$ cat src/trsp_pkg.sv
// trsp_pkg: shared constants and types for the timed release sorted pool
// depends on nothing
package trsp_pkg;
    localparam int unsigned PoolDepthDefault = 256;
    localparam int unsigned FieldW = 31;

    localparam logic [1:0] ModeAdd    = 2'd0;
    localparam logic [1:0] ModeGet    = 2'd1;
    localparam logic [1:0] ModeClear  = 2'd2;
    localparam logic [1:0] ModeUnused = 2'd3;

    localparam logic [2:0] StNone     = 3'd0;
    localparam logic [2:0] StReleased = 3'd1;
    localparam logic [2:0] StAdded    = 3'd2;
    localparam logic [2:0] StFull     = 3'd3;
    localparam logic [2:0] StCleared  = 3'd4;

    typedef struct packed {
        logic [FieldW-1:0] number;
        logic [FieldW-1:0] start;
        logic [FieldW-1:0] appear;
    } t_entry;
endpackage

$ cat src/trsp_cmp.sv
// trsp_cmp: ordering compare of two pool entries, the shared compare unit
// depends on trsp_pkg
module trsp_cmp (
    input  logic            i_by_appear,
    input  trsp_pkg::t_entry i_cand,
    input  trsp_pkg::t_entry i_best,
    output logic            o_less
);
    logic [trsp_pkg::FieldW-1:0] w_kc;
    logic [trsp_pkg::FieldW-1:0] w_kb;
    assign w_kc = i_by_appear ? i_cand.appear : i_cand.start;
    assign w_kb = i_by_appear ? i_best.appear : i_best.start;
    assign o_less = (w_kc < w_kb) || ((w_kc == w_kb) && (i_cand.number < i_best.number));
endmodule

$ cat config.mk
export PLATFORM = sky130hd
export DESIGN_NAME = trsp_cmp
export DESIGN_NICKNAME = d
export VERILOG_FILES = /design/src/trsp_pkg.sv /design/src/trsp_cmp.sv
export SDC_FILE = /design/constraint.sdc
export NUM_CORES = 1
export LEC_CHECK = 0
export BUFFER_PORTS_ARGS = -buffer_cell sky130_fd_sc_hd__buf_4
export CORE_MARGIN = 2
export CORE_UTILIZATION = 40
export DETAILED_ROUTE_END_ITERATION = 10
export GPL_TIMING_DRIVEN = 0
export MAX_ROUTING_LAYER = met4
export PLACE_DENSITY_LB_ADDON = 0.2
export RECOVER_POWER = 25
export SYNTH_ARGS = -nofsm -noshare
export SYNTH_HDL_FRONTEND = slang
export SYNTH_SLANG_ARGS = --single-unit
$ cat constraint.sdc
create_clock -name vclk -period 3
set_input_delay 0.3 -clock vclk [all_inputs]
set_output_delay 0.3 -clock vclk [all_outputs]
set_load 0.01 [all_outputs]
==> results by group <==
Synth
  – Synth warn: 0
  – Post-Synthesis Cells: 253
  – Sequential area share after synthesis: 0%
  – Post-synth top cells: ha_1 (61), mux2_2 (31), mux2i_1 (31), inv_1 (30), a21oi_1 (24)
  – Cell with the most instances after synthesis: ha_1
  – Area contributors post-synth: ha_1 (36%), mux2_2 (17%), mux2i_1 (15%), a21oi_1 (5.7%), inv_1 (5.3%)
  – Yosys top cell area share: 36.2%
  – Syn_nets: 501
  – Cell taking the most area after synthesis: ha_1
  – Library cells used by synthesis: 30
  – Synthesized cell area: 0.00211 mm2
  – Syn avg cell area: 8.33 um2

Critical path
  – Setup crit start kind: input pin
  – CP Max Fanout: 10
  – CP Capture Type: primary output
  – Worst EP required: 2.70 ns
  – Worst EP arrival: 2.49 ns
  – CP Class: input pin to primary output

Placed design
  – Post-DP HPWL: 6310 um
  – Final GP Congestion: 0.822
  – Pre-CTS setup slack: -0.126 ns
  – Buffers on Ports: 187

STA
  – Final TNS setup: 0 ns
  – Final hold vios: 0
  – Final WS setup: 0.210 ns
  – # setup viols final: 0
  – Hold slack: 1.19 ns
  – RSZ-0062 raised after global routing: false
  – Slew @ Worst Pin: 0.404 ns
  – Final Cycle Share: 93.0%
  – FMAX: 0.358 GHz
  – Slew Viols, Final: 0
  – Min cycle time layout: 2.79 ns
  – Slew HR: 72.4%

Worst hold path
  – Hold path cells: 6
  – Hold Startpoint: i_cand[88]
  – Worst Hold Class: input pin to primary output
  – Hold Path Sink: o_less

Finish
  – Layout cells sized above 1: 52.0%
  – NumNets Final: 690
  – Final Util: 70.9%
  – Synthesis-to-finish area growth: 71.8%
  – Clk_buf instances: 0
  – Register area: 0 um2
  – Antenna cells: 0
  – Seq cells: 0

Detailed routing
  – Drt via density: 5.01
  – Routed wire length: 6870 um
  – # DRC: 0
  – DR iter-0 viols: 55
  – Routed WL per cell: 13.5 um
  – Pre-antenna DRT Iters: 4
  – Antenna-violating nets left: 0
  – Total number of vias: 2557

Power
  – Leakage power: 0.00204 uW
  – PwrDens: 135 mW/mm2
  – Maximum vdd drop: 0.0000714 V

Floorplan
  – Initial Util: 41.3%
  – # rows: 26
  – Io pins: 188
  – Core Footprint: 0.00511 mm2
  – Die width: 76.6 um
  – Die Area: 0.00587 mm2
  – Chip height: 76.6 um

GRT
  – Largest net degree at the start of global routing: 11
  – Overall routing resource usage: 23.3%
  – Global-route wire length before repair: 11300 um
  – Total congestion overflow: 0
  – Vias in the first global route: 2612
  – Antenna violations before repair: 0

Flow run
  – Max-cap violations: 0

Clocking
  – Setup bufs post-CTS: 0

Status
  – Outcome: finished clean
-- power breakdown --
part / total, uW / internal [uW] / switching, uW
Sequential: 0 / 0 / 0
Combinational: 490 / 303 / 186
Clock: 0 / 0 / 0
-- layout by cell type (no fill, tap or decap), types with 2 or more instances in the layout --
cell,synthesis,routed
a21oi_1,24,24
o21ai_0,6,6
nand2b_1,2,2
buf_4,0,188
inv_1,30,30
mux2i_1,31,31
a211oi_1,3,3
nand4_1,10,10
a21o_1,5,5
nor3_1,3,3
buf_2,6,3
ha_1,61,61
nand3b_1,2,2
nand3_1,8,8
mux2_2,31,31
nor2_1,5,5
nand2_1,12,12
-- worst max-delay path by stage --
| stage | start | endpoint | slack, ns | depth (start not counted) |
|---|---|---|---|---|
| after floorplan | i_by_appear | o_less | 0.25 | 10 |
| after global placement | i_by_appear | o_less | -0.09 | 11 |
| after detailed placement | i_by_appear | o_less | -0.13 | 11 |
| after CTS | i_by_appear | o_less | 0.1 | 11 |
| after global routing | i_by_appear | o_less | 0.02 | 11 |
| final | i_by_appear | o_less | 0.21 | 11 |
-- critical path, cell delays in order --
cell	delay, ns
clkbuf_4	0.17
buf_8	0.16
mux2_2	0.34
ha_1	0.33
nand4_2	0.12
nor3_2	0.24
o211ai_1	0.13
a2111oi_2	0.33
o21ai_1	0.10
o22ai_1	0.11
buf_4	0.15
-- kinds of logic after synthesis --
group	Yosys count	share of synthesized area, %
adder cells (fa/ha/maj)	61	36.2
buffers and inverters	37	6.94
AND/OR/NAND/NOR	46	11.7
multiplexers	62	31.3
AO/OA/AOI/OAI	47	13.9
-- metrics by stage --
| step | power, uW | instance area [um2] | std cells |
|---|---|---|---|
| floorplan | 245 | 2110 | 253 |
| global placement | 474 | 3600 | 510 |
| detailed placement | 488 | 3600 | 510 |
| CTS | 492 | 3610 | 510 |
| global route | 552 | 3620 | 510 |
| finish | 490 | 3620 | 510 |
-- per-layer routing --
metal / global-route usage [%] / share of wire (%)
met4: 2.00 / 1.0
met1: 26.2 / 40
met3: 2.61 / 6.8
met2: 45.5 / 52
met5: - / 0
-- what timing repair did --
action,in CTS,in global routing
pin swaps,0,1
gates resized for setup,3,7
gates cloned,0,0
setup endpoints to repair,1,1
hold buffers,0,0
-- final cells by class --
class / instances / area [um2]
multi-input cells: 216 / 1960
fillers: 411 / 1490
repair buffers: 187 / 1400
well taps: 70 / 87.6
inverters: 30 / 113
plain buffers: 7 / 56.3
Power figures use the tool's default switching activity.
